===== config.mk =====
export PLATFORM = sky130hd
export DESIGN_NAME = trial_division_prime_counter_flat
export DESIGN_NICKNAME = d
export VERILOG_FILES = /design/src/rtl/tdpc_pkg.sv /design/src/rtl/tdpc_in_if.sv /design/src/rtl/tdpc_out_if.sv /design/src/rtl/trial_division_prime_counter.sv /design/src/rtl/tdpc_rem_unit.sv /design/src/rtl/tdpc_sequencer.sv /design/src/flat_wrapper.sv
export VERILOG_INCLUDE_DIRS = /design/src /design/src/rtl
export SDC_FILE = /design/constraint.sdc
export NUM_CORES = 1
export LEC_CHECK = 0
export ABC_AREA = 1
export BUFFER_PORTS_ARGS = -buffer_cell sky130_fd_sc_hd__buf_2
export CORE_MARGIN = 3
export CORE_UTILIZATION = 55
export CTS_BUF_LIST = sky130_fd_sc_hd__clkbuf_8
export DETAILED_ROUTE_END_ITERATION = 7
export MAX_ROUTING_LAYER = met4
export PLACE_DENSITY = 0.84
export SLEW_MARGIN = 20
export SYNTH_ARGS = -nofsm -noshare
export SYNTH_HDL_FRONTEND = slang
export SYNTH_SLANG_ARGS = --single-unit

===== constraint.sdc =====
create_clock -name clk -period 2.46 [get_ports clk]
set_input_delay 0.246 -clock clk [delete_from_list [all_inputs] [get_ports clk]]
set_output_delay 0.246 -clock clk [all_outputs]
set_load 0.01 [all_outputs]

===== src/rtl/trial_division_prime_counter_assert.svh =====
// Assertion macros for the trial division prime counter.
// Each macro expands to a concurrent assertion clocked by clk and held off
// during reset; with SYNTH defined they expand to nothing.
`ifndef TRIAL_DIVISION_PRIME_COUNTER_ASSERT_SVH
`define TRIAL_DIVISION_PRIME_COUNTER_ASSERT_SVH

`ifndef SYNTH

// Condition that holds at every clock edge.
`define TDPC_ASSERT(lbl, cond, msg) \
	lbl: assert property (@(posedge clk) disable iff (!arst_n) (cond)) \
		else $error(msg);

// Antecedent at one edge implies consequent at the next edge.
`define TDPC_ASSERT_NEXT(lbl, ante, cons, msg) \
	lbl: assert property (@(posedge clk) disable iff (!arst_n) (ante) |=> (cons)) \
		else $error(msg);

`else

`define TDPC_ASSERT(lbl, cond, msg)
`define TDPC_ASSERT_NEXT(lbl, ante, cons, msg)

`endif

`endif


===== src/rtl/tdpc_pkg.sv =====
`default_nettype none
package tdpc_pkg;

	localparam int VALUE_WIDTH_DEF = 16;
	localparam int TALLY_W = 32;
	localparam int FIRST_DIVISOR = 2;
	localparam logic [TALLY_W-1:0] TALLY_MAX = '1;

	// remainder unit status, seen by the sequencer
	typedef struct packed {
		logic busy;
		logic done;
		logic rem_zero;
	} rem_stat_t;

	// sequencer status, seen by the top level
	typedef struct packed {
		logic idle;
		logic done;
		logic prime;
	} seq_stat_t;

endpackage
`default_nettype wire


===== src/rtl/tdpc_in_if.sv =====
`default_nettype none
interface tdpc_in_if #(
	parameter int W = tdpc_pkg::VALUE_WIDTH_DEF
);
	logic         valid;
	logic         ready;
	logic [W-1:0] value;

	modport source (output valid, output value, input ready);
	modport sink (input valid, input value, output ready);
endinterface
`default_nettype wire


===== src/rtl/tdpc_out_if.sv =====
`default_nettype none
interface tdpc_out_if;
	logic                         valid;
	logic                         ready;
	logic                         is_prime;
	logic [tdpc_pkg::TALLY_W-1:0] prime_total;

	modport source (output valid, output is_prime, output prime_total, input ready);
	modport sink (input valid, input is_prime, input prime_total, output ready);
endinterface
`default_nettype wire


===== src/rtl/trial_division_prime_counter.sv =====
// Channel   Role    Payload                     Transaction
// request   sink    value[VALUE_WIDTH-1:0]      valid && ready
// result    source  is_prime, prime_total[31:0] valid && ready
//
// One value at a time. Values 0 and 1 go straight to finish. Each trial divisor
// takes a bound check, VALUE_WIDTH restoring remainder steps and a decision.
// A prime finishes once d*d exceeds the value; a composite finishes on the zero
// remainder of its smallest factor p.
// Reset clears the sequencer, the output valid and the prime tally. A stalled
// result holds in the output register; the next value is taken and waits in finish.
`default_nettype none
module trial_division_prime_counter #(
	parameter int VALUE_WIDTH = tdpc_pkg::VALUE_WIDTH_DEF
) (
	input wire logic   clk,
	input wire logic   arst_n,
	tdpc_in_if.sink    request,
	tdpc_out_if.source result
);
	// divisor reaches at most 2^ceil(VALUE_WIDTH/2), so one extra bit holds it
	localparam int DIV_W = (VALUE_WIDTH + 1) / 2 + 1;

	tdpc_pkg::rem_stat_t          rem_stat;
	tdpc_pkg::seq_stat_t          seq_stat;
	logic                         rem_start;
	logic [VALUE_WIDTH-1:0]       dividend;
	logic [DIV_W-1:0]             divisor;
	logic                         slot_free;
	logic                         accept;

	logic                         out_valid_q;
	logic                         is_prime_q;
	logic [tdpc_pkg::TALLY_W-1:0] total_q;
	logic [tdpc_pkg::TALLY_W-1:0] tally_q;
	logic [tdpc_pkg::TALLY_W-1:0] tally_next;

	// take a new value only while the sequencer is idle
	assign request.ready = seq_stat.idle;
	assign accept        = request.valid && request.ready;

	// the output register can take a result when empty or draining this cycle
	assign slot_free = !out_valid_q || result.ready;

	tdpc_sequencer #(
		.VALUE_WIDTH (VALUE_WIDTH),
		.DIV_W       (DIV_W)
	) u_seq (
		.clk       (clk),
		.arst_n    (arst_n),
		.start     (accept),
		.value     (request.value),
		.slot_free (slot_free),
		.rem_stat  (rem_stat),
		.rem_start (rem_start),
		.dividend  (dividend),
		.divisor   (divisor),
		.stat      (seq_stat)
	);

	tdpc_rem_unit #(
		.VALUE_WIDTH (VALUE_WIDTH),
		.DIV_W       (DIV_W)
	) u_rem (
		.clk      (clk),
		.arst_n   (arst_n),
		.start    (rem_start),
		.dividend (dividend),
		.divisor  (divisor),
		.stat     (rem_stat)
	);

	// advance the tally on a prime, hold it at its maximum
	always_comb begin
		tally_next = tally_q;
		if (seq_stat.prime && tally_q != tdpc_pkg::TALLY_MAX) begin
			tally_next = tally_q + tdpc_pkg::TALLY_W'(1);
		end
	end

	always_ff @(posedge clk or negedge arst_n) begin
		if (!arst_n) begin
			out_valid_q <= 1'b0;
			tally_q     <= '0;
		end else begin
			if (seq_stat.done) begin
				out_valid_q <= 1'b1;
				tally_q     <= tally_next;
			end else if (result.ready) begin
				out_valid_q <= 1'b0;
			end
		end
	end

	// result payload: loaded with the flag and the updated tally
	always_ff @(posedge clk) begin
		if (seq_stat.done) begin
			is_prime_q <= seq_stat.prime;
			total_q    <= tally_next;
		end
	end

	assign result.valid       = out_valid_q;
	assign result.is_prime    = is_prime_q;
	assign result.prime_total = total_q;

`include "trial_division_prime_counter_assert.svh"

	`TDPC_ASSERT(a_finish_into_free_slot, !seq_stat.done || slot_free, "result lost")
	`TDPC_ASSERT(a_idle_no_divide, !seq_stat.idle || !rem_stat.busy, "idle while dividing")
	`TDPC_ASSERT_NEXT(a_tally_monotonic, 1'b1, tally_q >= $past(tally_q), "tally decreased")
	`TDPC_ASSERT_NEXT(a_prime_counts, seq_stat.done && seq_stat.prime && tally_q != tdpc_pkg::TALLY_MAX, result.prime_total == $past(tally_q) + tdpc_pkg::TALLY_W'(1), "prime not counted")
	`TDPC_ASSERT_NEXT(a_composite_holds, seq_stat.done && !seq_stat.prime, result.prime_total == $past(tally_q), "tally moved on composite")
endmodule
`default_nettype wire


===== src/rtl/tdpc_rem_unit.sv =====
`default_nettype none
// Restoring remainder unit: one dividend bit per cycle, VALUE_WIDTH bits per start.
module tdpc_rem_unit #(
	parameter int VALUE_WIDTH = tdpc_pkg::VALUE_WIDTH_DEF,
	parameter int DIV_W = (VALUE_WIDTH + 1) / 2 + 1
) (
	input  wire logic                   clk,
	input  wire logic                   arst_n,
	input  wire logic                   start,
	input  wire logic [VALUE_WIDTH-1:0] dividend,
	input  wire logic [DIV_W-1:0]       divisor,
	output tdpc_pkg::rem_stat_t         stat
);
	localparam int CNT_W = $clog2(VALUE_WIDTH + 1);

	logic                   busy_q;
	logic                   done_q;
	logic [CNT_W-1:0]       cnt_q;
	logic [VALUE_WIDTH-1:0] sh_q;
	logic [DIV_W-1:0]       rem_q;
	logic [DIV_W:0]         trial;
	logic [DIV_W-1:0]       rem_next;

	// shift the next dividend bit in, subtract the divisor when it fits
	always_comb begin
		trial = {rem_q, sh_q[VALUE_WIDTH-1]};
		if (trial >= {1'b0, divisor}) begin
			rem_next = DIV_W'(trial - {1'b0, divisor});
		end else begin
			rem_next = trial[DIV_W-1:0];
		end
	end

	always_ff @(posedge clk or negedge arst_n) begin
		if (!arst_n) begin
			busy_q <= 1'b0;
			done_q <= 1'b0;
			cnt_q  <= '0;
		end else begin
			done_q <= 1'b0;
			if (start) begin
				busy_q <= 1'b1;
				cnt_q  <= CNT_W'(VALUE_WIDTH);
			end else if (busy_q) begin
				cnt_q <= cnt_q - CNT_W'(1);
				if (cnt_q == CNT_W'(1)) begin
					busy_q <= 1'b0;
					done_q <= 1'b1;
				end
			end
		end
	end

	always_ff @(posedge clk) begin
		if (start) begin
			sh_q  <= dividend;
			rem_q <= '0;
		end else if (busy_q) begin
			sh_q  <= sh_q << 1;
			rem_q <= rem_next;
		end
	end

	assign stat.busy     = busy_q;
	assign stat.done     = done_q;
	assign stat.rem_zero = (rem_q == '0);
endmodule
`default_nettype wire


===== src/rtl/tdpc_sequencer.sv =====
`default_nettype none
// Divisor sequencer: steps d and d*d, launches one remainder per divisor.
module tdpc_sequencer #(
	parameter int VALUE_WIDTH = tdpc_pkg::VALUE_WIDTH_DEF,
	parameter int DIV_W = (VALUE_WIDTH + 1) / 2 + 1
) (
	input  wire logic                   clk,
	input  wire logic                   arst_n,
	input  wire logic                   start,
	input  wire logic [VALUE_WIDTH-1:0] value,
	input  wire logic                   slot_free,
	input  wire tdpc_pkg::rem_stat_t    rem_stat,
	output logic                        rem_start,
	output logic [VALUE_WIDTH-1:0]      dividend,
	output logic [DIV_W-1:0]            divisor,
	output tdpc_pkg::seq_stat_t         stat
);
	localparam int SQ_W = VALUE_WIDTH + 2;

	localparam logic [1:0] ST_IDLE   = 2'd0;
	localparam logic [1:0] ST_BOUND  = 2'd1;
	localparam logic [1:0] ST_DIVIDE = 2'd2;
	localparam logic [1:0] ST_FINISH = 2'd3;

	logic [1:0]             state_q;
	logic [VALUE_WIDTH-1:0] v_q;
	logic [DIV_W-1:0]       d_q;
	logic [SQ_W-1:0]        sq_q;
	logic                   prime_q;

	always_ff @(posedge clk or negedge arst_n) begin
		if (!arst_n) begin
			state_q <= ST_IDLE;
			prime_q <= 1'b0;
		end else begin
			unique case (state_q)
				ST_IDLE: begin
					if (start) begin
						if (value < VALUE_WIDTH'(tdpc_pkg::FIRST_DIVISOR)) begin
							prime_q <= 1'b0;
							state_q <= ST_FINISH;
						end else begin
							state_q <= ST_BOUND;
						end
					end
				end
				ST_BOUND: begin
					if (sq_q > {2'b00, v_q}) begin
						prime_q <= 1'b1;
						state_q <= ST_FINISH;
					end else begin
						state_q <= ST_DIVIDE;
					end
				end
				ST_DIVIDE: begin
					if (rem_stat.done) begin
						if (rem_stat.rem_zero) begin
							prime_q <= 1'b0;
							state_q <= ST_FINISH;
						end else begin
							state_q <= ST_BOUND;
						end
					end
				end
				ST_FINISH: begin
					if (slot_free) begin
						state_q <= ST_IDLE;
					end
				end
				default: begin
					state_q <= ST_IDLE;
				end
			endcase
		end
	end

	// operands: load on start, advance d and d*d after a nonzero remainder
	always_ff @(posedge clk) begin
		if (state_q == ST_IDLE && start) begin
			v_q  <= value;
			d_q  <= DIV_W'(tdpc_pkg::FIRST_DIVISOR);
			sq_q <= SQ_W'(tdpc_pkg::FIRST_DIVISOR * tdpc_pkg::FIRST_DIVISOR);
		end else if (state_q == ST_DIVIDE && rem_stat.done && !rem_stat.rem_zero) begin
			d_q  <= d_q + DIV_W'(1);
			sq_q <= sq_q + SQ_W'({d_q, 1'b1});
		end
	end

	assign rem_start  = (state_q == ST_BOUND) && !(sq_q > {2'b00, v_q});
	assign dividend   = v_q;
	assign divisor    = d_q;
	assign stat.idle  = (state_q == ST_IDLE);
	assign stat.done  = (state_q == ST_FINISH) && slot_free;
	assign stat.prime = prime_q;
endmodule
`default_nettype wire

===== src/flat_wrapper.sv =====
// flat-port wrapper written by rule: the top's interface ports become plain ports
module trial_division_prime_counter_flat 
#(
	parameter int VALUE_WIDTH = tdpc_pkg::VALUE_WIDTH_DEF
)
  (clk, arst_n, request_valid, request_value, request_ready, result_valid, result_is_prime, result_prime_total, result_ready);
  tdpc_in_if request_i ();
  tdpc_out_if result_i ();
  input wire logic clk;
  input wire logic arst_n;
  input wire logic [$bits(request_i.valid)-1:0] request_valid;
  input wire logic [$bits(request_i.value)-1:0] request_value;
  output wire logic [$bits(request_i.ready)-1:0] request_ready;
  output wire logic [$bits(result_i.valid)-1:0] result_valid;
  output wire logic [$bits(result_i.is_prime)-1:0] result_is_prime;
  output wire logic [$bits(result_i.prime_total)-1:0] result_prime_total;
  input wire logic [$bits(result_i.ready)-1:0] result_ready;
  assign request_i.valid = request_valid;
  assign request_i.value = request_value;
  assign request_ready = request_i.ready;
  assign result_valid = result_i.valid;
  assign result_is_prime = result_i.is_prime;
  assign result_prime_total = result_i.prime_total;
  assign result_i.ready = result_ready;
  trial_division_prime_counter #(.VALUE_WIDTH(VALUE_WIDTH)) u_core (.clk(clk), .arst_n(arst_n), .request(request_i), .result(result_i));
endmodule

Yosys cells after proc, flatten, opt, wreduce, memory -nomap -nowiden
Index checks and enable logic that the tools add are counted.
{"block": "op_classes", "n_addsub": 5, "order_cmp": 3, "eq_ne": 11, "muxes": 27, "n_reduce_logical": 18}
{"op": "adder 32 x 1 -> 32 bit, second input constant", "count": 1}
{"op": "two-way mux 16 bit", "count": 2}
{"op": "two-way mux 32 bit", "count": 1}
{"op": "inequality test 32 bit, second input constant", "count": 1}
{"op": "adder 18 x 10 -> 18 bit", "count": 1}
{"op": "> comparator 18 x 16 -> 1 bit", "count": 1}
{"op": "< comparator 16 x 2 -> 1 bit, second input constant", "count": 1}
{"op": "two-way mux 1 bit", "count": 14}
{"op": "greater-or-equal comparator 10 x 9 -> 1 bit", "count": 1}
{"op": "two-way mux 2 bit", "count": 5}
{"op": "two-way mux 5 bit", "count": 2}
{"op": "inequality test 2 bit, second input constant", "count": 5}
{"op": "adder 9 x 1 -> 9 bit, second input constant", "count": 1}
{"op": "logical NOT 9 bit", "count": 1}
{"op": "two-way mux 9 bit", "count": 1}
{"op": "subtractor 9 bit", "count": 1}
{"op": "case mux 2 bit (4 select lines)", "count": 1}
{"op": "logical AND 1 bit", "count": 7}
{"op": "AND reduction 6 bit", "count": 1}
{"op": "== test 5 x 1 -> 1 bit, second input constant", "count": 1}
{"op": "subtractor 5 x 1 -> 5 bit, second input constant", "count": 1}
{"op": "== test 2 bit, second input constant", "count": 2}
{"op": "nonzero test 2 bit", "count": 2}
{"op": "logical NOT 1 bit", "count": 3}
{"op": "other kinds (7)", "count": 7}
{"block": "word_totals", "ff_bits": 144, "in_bits": 20, "output_inout_bits": 35, "elab_cells": 78}

Depth between registers and ports, before layout
Gate-level depths: netlist (run 1).
{"block": "depth", "ltp_word": 4, "mapped_depth": 16, "mapped_depth_nobuf": 15}

Cells and area by module
Synthesis (run 1) repeated with hierarchy kept, for this count alone.
{"block": "unflattened", "hier_cells": 1160, "hier_area_um2": 8664.6}
{"mod": "trial_division_prime_counter", "instances": 1, "cells_each": 484, "area_each_um2": 3703.6, "seq_area_each_um2": 1816.7}
{"mod": "tdpc_sequencer", "instances": 1, "cells_each": 402, "area_each_um2": 2951.6, "seq_area_each_um2": 1096.1}
{"mod": "tdpc_rem_unit", "instances": 1, "cells_each": 274, "area_each_um2": 2009.4, "seq_area_each_um2": 835.8}

Worst setup path before layout (run 1)
Ideal clock, no wire load.
{"block": "synth_timing", "path_kind": "register to register", "start": "register u_core.u_seq.v_q[5] (netlist: u_core.u_seq.dividend[5])", "end": "register u_core.u_rem.sh_q[0], enable pin", "setup_ns": 0.372, "arrival_ns": 1.907, "required_ns": 2.088, "path_slack_ns": 0.182, "path_stages_with_launch": 13, "path_buffers": 2, "synth_period_minus_slack_ns": 2.278, "cell_sequence": "edfxtp_1 inv_1 ha_1 nand2_1 nor2_1 and2_1 nand3_1 nand3_1 nand2_1 nand2_1 buf_4 buf_4 nand2_1"}
{"block": "synth_between", "elab_chain_cells": 4}
{"element": "start: declaration", "line_no": "tdpc_sequencer.sv:26", "text": "logic [VALUE_WIDTH-1:0] v_q;"}
{"element": "start signal: assignment", "line_no": "tdpc_sequencer.sv:80", "text": "v_q <= value;"}
{"element": "> comparator 18 x 16 -> 1 bit", "line_no": "tdpc_sequencer.sv:89", "text": "assign rem_start = (state_q == ST_BOUND) && !(sq_q > {2'b00, v_q});"}
{"element": "logical NOT 1 bit", "line_no": "tdpc_sequencer.sv:89"}
{"element": "logical AND 1 bit", "line_no": "tdpc_sequencer.sv:89"}
{"element": "nonzero test 2 bit (no line)"}
{"element": "end signal: assignment", "line_no": "tdpc_rem_unit.sv:56", "text": "sh_q <= dividend;"}
{"element": "end signal: assignment", "line_no": "tdpc_rem_unit.sv:59", "text": "sh_q <= sh_q << 1;"}
{"element": "end: declaration", "line_no": "tdpc_rem_unit.sv:19", "text": "logic [VALUE_WIDTH-1:0] sh_q;"}
No other way between the ends.
A chain may end at the register's enable or synchronous reset.

Worst setup path after layout (run 1)
{"block": "layout_timing", "start": "register u_core.tally_q[0] (netlist bit)", "end": "register u_core.total_q (netlist bit u_core.result.prime_total[14]) (data pin)"}
{"block": "layout_between", "elab_chain_cells": 3, "word_cells_on_any_way": 4, "cone_classes": "1 x add/sub; 1 x eq/ne; 1 x mux; 1 x reduce/logical"}
{"element": "start: declaration", "line_no": "trial_division_prime_counter.sv:34", "text": "logic [tdpc_pkg::TALLY_W-1:0] tally_q;"}
{"element": "start signal: assignment", "line_no": "trial_division_prime_counter.sv:87", "text": "tally_q <= tally_next;"}
{"element": "parallel branches: the longest is 2 deep, another holds adder 32 x 1 -> 32 bit"}
{"element": "two-way mux 32 bit (*)", "line_no": "trial_division_prime_counter.sv:75", "text": "if (seq_stat.prime && tally_q != tdpc_pkg::TALLY_MAX) begin"}
{"element": "via u_core.tally_next, one bit", "line_no": "trial_division_prime_counter.sv:35", "text": "logic [tdpc_pkg::TALLY_W-1:0] tally_next;"}
{"element": "end signal: assignment", "line_no": "trial_division_prime_counter.sv:98", "text": "total_q <= tally_next;"}
{"element": "end: declaration", "line_no": "trial_division_prime_counter.sv:33", "text": "logic [tdpc_pkg::TALLY_W-1:0] total_q;"}
Mark *: on every way through the listed nets, which the timed path passes.

==> summary.md, run 1 <==
| Metric | Value |
|---|---|
| Status | finished, final reports clean |
| Post-DP HPWL | 14060 µm |
| Cells after synthesis | 1096 |
| Core area | 0.01470 mm² |
| Commonest non-fill, non-tap cells in the layout | nand2_1 (398), inv_1 (114), nor2_1 (110), edfxtp_1 (65), nand3_1 (58) |
| Buffers & Inverters on Critical Path | 2 |
| Routability Congestion | 0.9761 |
| Worst Clk Skew | 0.01613 ns |
| Min Tclk post-route | 2.213 ns |
| GRT Overall Usage | 25.42% |
| Setup slack after layout | 0.2473 ns |
| Pwr dens | 956.0 mW/mm² |
| FMAX | 451.9 MHz |
| CTS tree | built |
| Vias in the first global route | 6884 |
| Compound-Gate Fraction of Synth Area | 7.371% |
| Yosys reg bits | 144 |
| Layout Nets | 1236 |
| Sink Count | 144 |
| Drt pass-1 iters | 5 |
| ANT cells | 0 |
| Mux contribution to synthesized area | 0% |
| Vias/cell | 5.393 |
| Place WS | 0.3248 ns |
| Metal2 WL | 9624 µm |
| Pin count of the biggest net entering global routing | 44 |
| Main combinational cell family by area after synthesis | simple AND/OR/NAND/NOR gates |
| Layout overhead on the synthesized area | 12.72% |
| Fin util | 63.91% |
| Crit start category | flop |
| Worst-path clk slew | 0.08 ns |
| Met3 routed WL | 1267 µm |
| Clock root cell | clkbuf_8 |
| Vias after detailed routing | 7404 |
| Starting Density | 56.70% |
| Residual DRC count | 0 |
| Kind of end point of the critical path | flop |
| Max-slew violation count | 0 |
| Critical-path cell list | ha_1, nand3_2, inv_2, nand2_2, nor2_4, nand2_2, nand2_4, buf_4, o21bai_1, and2_1 |
| Initial antenna violation count | 0 |
| Hold WC Path Type | in2reg |
| Routed WL | 19830 µm |
| H-tree depth | 4 |
| Initial DRC Count | 560 |
| Critical Path AT | 2.43 ns |
| Slew HR | 64.38% |
| Crit path kind | reg2reg |
| Syn_area_per_cell | 7.604 µm² |
| TritonCTS Buffers | 17 |
| Highest metal layer with signal wires | met4 |
| Post-Synth XOR/XNOR Area | 2.943% |
| Syn Std Cell Area | 0.008334 mm² |
| Met1 wire length | 8676 µm |
| Fin. Hold Viols | 0 |
| Final setup vio count | 0 |
| Max clock buf depth | 2 |
| Leading cell type in the layout, fill and taps excluded | nand2_1 |
| Setup TNS | 0 ns |
| Die Y | 129.1 µm |
| Antenna viol nets, final | 0 |
| Crit path max fanout | 17 |
| Drt wl/cell | 14.44 µm |
| Peak supply drop | 583.2 µV |
| Total grt overflow | 0 |
| Sequential element share of the synthesized area | 44.98% |
| Syn_nets | 1156 |
| Max-Cap Viols | 0 |
| First-pass GRT wire length | 32640 µm |
| CP delay by family, top | simple AND/OR/NAND/NOR gates |
| Share of layout cells above drive strength 1 | 10.93% |
| Worst-path cell with the longest stage delay | dfrtp_1 |
| Post-Synth Simple-Gate Area | 31.15% |
| Worst-Margin Slew | 0.5336 ns |
| P_leak | 0.004334 µW |
| Die Wd | 129.1 µm |
| Worst-Skew Late Latency | 0.46 ns |
| Final period util | 89.95% |
| Synth warn | 0 |
| Port-buffer cells | 54 |
| Adder-cell area share of the yosys netlist | 6.185% |
| Crit-path max cell delay | 0.42 ns |
| CP most frequent cell | nand2_2 |
| Total Power | 8980 µW |
| Worst EP required | 2.68 ns |
| RSZ-0062 raised after global routing | no |
| Row Count | 44 |
| Distinct cells, synth | 43 |
| # IOs | 55 |
| Die ar. | 0.01667 mm² |
==> worst reg2reg max path: stages, from the launching register on <==
cell and delay, ns:
dfrtp_1 0.42, ha_1 0.31, nand3_2 0.16, inv_2 0.11, nand2_2 0.09, nor2_4 0.14
nand2_2 0.08, nand2_4 0.21, buf_4 0.21, o21bai_1 0.10, and2_1 0.16
==> Yosys cell counts <==
master	number	area, µm²
o211ai_1	1	7.510
a31oi_1	6	37.54
nand3_2	2	20.02
dfrtp_1	43	1076
clkbuf_1	11	41.29
nand4_1	12	75.07
nand2_1	398	1494
edfxtp_1	65	1952
nand2_2	2	12.51
nor3b_1	2	15.01
nor2_4	1	11.26
o22ai_1	1	6.260
o221ai_1	1	8.760
nor3_2	2	20.02
nor4b_1	1	8.760
nand2_4	1	11.26
a21oi_1	39	195.2
buf_6	5	56.30
o31ai_1	2	15.01
nor2_2	3	18.77
xnor2_1	9	78.83
o21ai_0	35	175.2
buf_2	6	30.03
xor2_1	19	166.4
inv_4	1	6.260
o21ai_2	7	61.31
and2_1	2	12.51
nand3_1	58	290.3
inv_1	114	427.9
nand3b_1	11	82.58
fa_1	2	40.04
o21ai_1	11	55.05
inv_2	6	22.52
o21a_1	2	15.01
o21bai_1	2	15.01
nor3_1	19	95.09
ha_1	38	475.5
nor2_1	111	416.7
dfxtp_1	36	720.7
a22oi_1	1	7.510
buf_4	4	30.03
or2_2	2	12.51
a21o_1	2	15.01
==> registers in the layout, indices dropped and copies added (netlist names), 2 cells and up <==
name,flops
u_core.u_rem.rem_q,9
u_core.u_seq.state_q,2
u_core.u_rem.cnt_q,5
u_core.u_seq.dividend,16
u_core.u_rem.sh_q,16
u_core.u_seq.sq_q,18
u_core.u_seq.divisor,9
u_core.result.prime_total,32
u_core.tally_q,32
==> metrics by stage <==
stage               hold WS (ns)  instances  cell area [µm²]
finish                    0.2067       1373             9394
global route              0.2126       1373             9394
CTS                       0.1918       1373             9394
detailed placement        0.1945       1324             8805
global placement          0.1960       1324             8805
floorplan               -0.04959       1096             8334
==> path summary, 6_finish.rpt <==
check / cells past startpoint / slack (ns) / end / startpoint
hold / removal: 3 / 0.21 / u_core.u_seq.state_q[0] / request_valid
setup / recovery: 10 / 0.25 / u_core.result.prime_total[14] / u_core.tally_q[0]
min in group asynchronous: 2 / 0.26 / u_core.tally_q[9] / arst_n
max in group asynchronous: 3 / 1.48 / u_core.u_rem.cnt_q[3] / arst_n
setup reg to reg: 10 / 0.25 / u_core.result.prime_total[14] / u_core.tally_q[0]
hold reg to reg: 1 / 0.49 / u_core.u_seq.sq_q[0] / u_core.u_seq.sq_q[0]
==> repair_timing <==
item	in CTS	in global routing
hold endpoints to repair	32	0
gates resized for setup	0	0
setup endpoints to repair	0	0
hold buffers	17	0
buffers inserted	0	0
==> layout make-up <==
cell class	instances	area, µm²
clock buffer	17	234.0
clock inverter	15	185.2
fill	1212	5305
inverter	121	456.7
multi-input combinational	805	3979
sequential	144	3749
tap	184	230.2
timing repair buffer	87	560.5
==> cells by family (layout without fill, tap and decap cells) <==
| kind of cell | Yosys count | after routing |
|---|---|---|
| compound gates | 110 | 110 |
| xor+xnor | 28 | 28 |
| fa+ha+maj | 40 | 40 |
| buf+inv | 147 | 240 |
| flops | 144 | 144 |
| simple gates | 627 | 627 |
==> where the power goes <==
group          total [µW]  leakage (µW)  switching, µW  internal, µW
combinational        3370       0.00265           2140          1220
clock                1990      0.000195            973          1010
sequential           3630       0.00149            389          3240
total                8980       0.00433           3500          5480
==> metal layers <==
metal	up-vias	global-route usage [%]
li1	3696	-
met5	-	-
met4	0	7.041
met1	3433	32.42
met3	25	5.894
met2	250	40.95
Power figures use the tool's default switching activity.
==> run 2, diff against run 1 <==
Settings changed: CORE_MARGIN 3 to 2.
==> run 2 against run 1 <==
  * Combinational power barely moved
  * Die area fell by 3.1%
  * Sequential share of layout area rose by 0.11 points
  * Non-clock buffer count did not move
  * Sequential power barely moved
  * Clock skew barely moved
  * Cell count did not move
  * Worst setup slack got worse by 0.021 ns
  * Wire length fell by 0.85%
  * Count of clock-buffer cells in the layout rose by 1
  * Cell area fell by 0.28%
  * Via count fell by 0.74%
==> summary.md, run 2 (same netlist as run 1, synthesis figures left out) <==
| Metric | Value |
|---|---|
| Total grt overflow | 0 |
| Routed WL | 19660 µm |
| Drt pass-1 iters | 5 |
| Worst-path clk slew | 0.09 ns |
| Hold WC Path Type | in2reg |
| Layout Nets | 1236 |
| Reg2Reg Capture Point | u_core.result.prime_total[26] |
| Pwr dens | 947.2 mW/mm² |
| Post-CTS Setup Inserts | 0 |
| Max-Cap Viols | 0 |
| Die Wd | 127.1 µm |
| RSZ-0062 raised after global routing | no |
| P_leak | 0.004332 µW |
| Reg area | 0.003749 mm² |
| Row Count | 44 |
| Vias after detailed routing | 7349 |
| Peak supply drop | 647.5 µV |
| # IOs | 55 |
| R2R cell count | 10 |
| Layout overhead on the synthesized area | 12.40% |
| FMAX | 447.7 MHz |
| Clock root cell | clkbuf_8 |
| Final setup vio count | 0 |
| Setup TNS | 0 ns |
| Finished Layout Cells | 1373 |
| Die Y | 127.1 µm |
| Crit path max fanout | 33 |
| Core area | 0.01464 mm² |
| Buffers & Inverters on Critical Path | 2 |
| TritonCTS Buffers | 17 |
| Fin. Hold Viols | 0 |
| CTS tree | built |
| CP most frequent cell | nand2_2 |
| Initial antenna violation count | 0 |
| Drt wl/cell | 14.32 µm |
| Share of layout cells above drive strength 1 | 10.85% |
| PostCTS Resize Cnt | 0 |
| Hold path depth | 3 |
| R2R Path Start | u_core.tally_q[0] |
| Critical Path AT | 2.43 ns |
| Port-buffer cells | 54 |
| Area of the multi-input gates | 0.003979 mm² |
| Pin count of the biggest net entering global routing | 77 |
| Status | finished, final reports clean |
| Crit start category | flop |
| H-tree depth | 4 |
| Worst EP required | 2.66 ns |
| Crit path kind | reg2reg |
| Worst-Margin Slew | 0.7548 ns |
| Worst-Skew Late Latency | 0.46 ns |
| CP delay by family, top | simple AND/OR/NAND/NOR gates |
| Die ar. | 0.01615 mm² |
| Post-DP HPWL | 14250 µm |
| Kind of end point of the critical path | flop |
| Vias in the first global route | 6926 |
| Vias/cell | 5.353 |
| Commonest non-fill, non-tap cells in the layout | nand2_1 (398), inv_1 (114), nor2_1 (110), edfxtp_1 (65), nand3_1 (58) |
| Residual DRC count | 0 |
| Critical-path cell list | ha_1, nand3_2, inv_2, nand2_2, nor2_4, nand2_2, nand2_4, inv_4, nand2_1, o21ai_2 |
| Final period util | 90.80% |
| First-pass GRT wire length | 32780 µm |
| Worst-path cell with the longest stage delay | dfrtp_1 |
| Crit-path max cell delay | 0.42 ns |
| Worst Clk Skew | 0.01565 ns |
| Starting Density | 56.91% |
| Antenna viol nets, final | 0 |
| Fillers | 1231 |
| R2r setup slk | 0.23 ns |
| Max-slew violation count | 0 |
| Initial DRC Count | 601 |
| Hold path start | request_valid |
| Leading cell type in the layout, fill and taps excluded | nand2_1 |
| Min Tclk post-route | 2.234 ns |
| ANT cells | 0 |
| Sink Count | 144 |
| Hold EP | u_core.u_seq.state_q[0] |
| Max clock buf depth | 2 |
| Slew HR | 49.63% |
| Routability Congestion | 0.9897 |
| Dpl cells | 1324 |
| GRT Overall Usage | 26.08% |
-- run 2: changes by cell type in the layout (fill, tap and decap cells not counted) --
cell / delta
buf_12: +1
inv_6: +1
clkbuf_8: +1
clkinvlp_4: -3
bufinv_16: -2
clkinv_4: +2
clkinv_1: +1
buf_4: -1
-- run 2: power breakdown --
part           internal, µW  switching (µW)
clock network           839             981
registers              3240             408
logic                  1240            2170
-- run 2: metal layers --
metal	GRT usage, %	routed length, µm	share of wire, %
met1	34.83	8986	46
met2	40.61	9085	46
met3	4.690	1144	5.8
met4	8.856	440	2.2
met5	-	0	0
-- run 2: cell type report --
cell class                      instances  area share, %
Tap cell                              184          2.458
Timing Repair Buffer                   87          6.117
Inverter                              121          4.875
Multi-Input combinational cell        805          42.47
Clock buffer                           18          2.645
Clock inverter                         14          1.416
Sequential cell                       144          40.02
-- run 2: through the flow --
| step | util, % | worst slack [ns] | hold WS [ns] | instance area (µm²) | power [µW] |
|---|---|---|---|---|---|
| final | 63.97 | 0.2263 | 0.2139 | 9368 | 8873 |
| after global routing | 63.97 | 0.05075 | 0.2051 | 9368 | 9576 |
| after CTS | 63.97 | 0.2588 | 0.1912 | 9368 | 8880 |
| after detailed placement | 60.21 | 0.2646 | 0.2431 | 8817 | 7051 |
| after global placement | 60.21 | 0.3752 | 0.2313 | 8817 | 6933 |
| after floorplan | - | 0.1815 | -0.04959 | 8334 | 6106 |
-- run 2: worst max path at each step --
stage / startpoint / slack, ns / end / depth (start not counted)
6_report: u_core.tally_q[0] / 0.23 / u_core.result.prime_total[26] / 10
5_1_grt: u_core.tally_q[0] / 0.05 / u_core.tally_q[7] / 12
4_1_cts: u_core.tally_q[0] / 0.26 / u_core.result.prime_total[31] / 10
3_5_place_dp: u_core.tally_q[0] / 0.26 / u_core.result.prime_total[31] / 10
3_3_place_gp: u_core.tally_q[0] / 0.38 / u_core.result.prime_total[12] / 10
2_1_floorplan: u_core.u_seq.dividend[5] / 0.18 / u_core.u_rem.sh_q[0] / 12
-- run 2: repair_timing --
action                     4_1_cts  5_1_grt
hold buffers                    17        0
setup endpoints to repair        0        0
hold endpoints to repair        35        0
-- run 2: worst min-delay path: stages --
cell and delay (ns):
buf_2 0.11, o22ai_1 0.10, o221ai_1 0.18
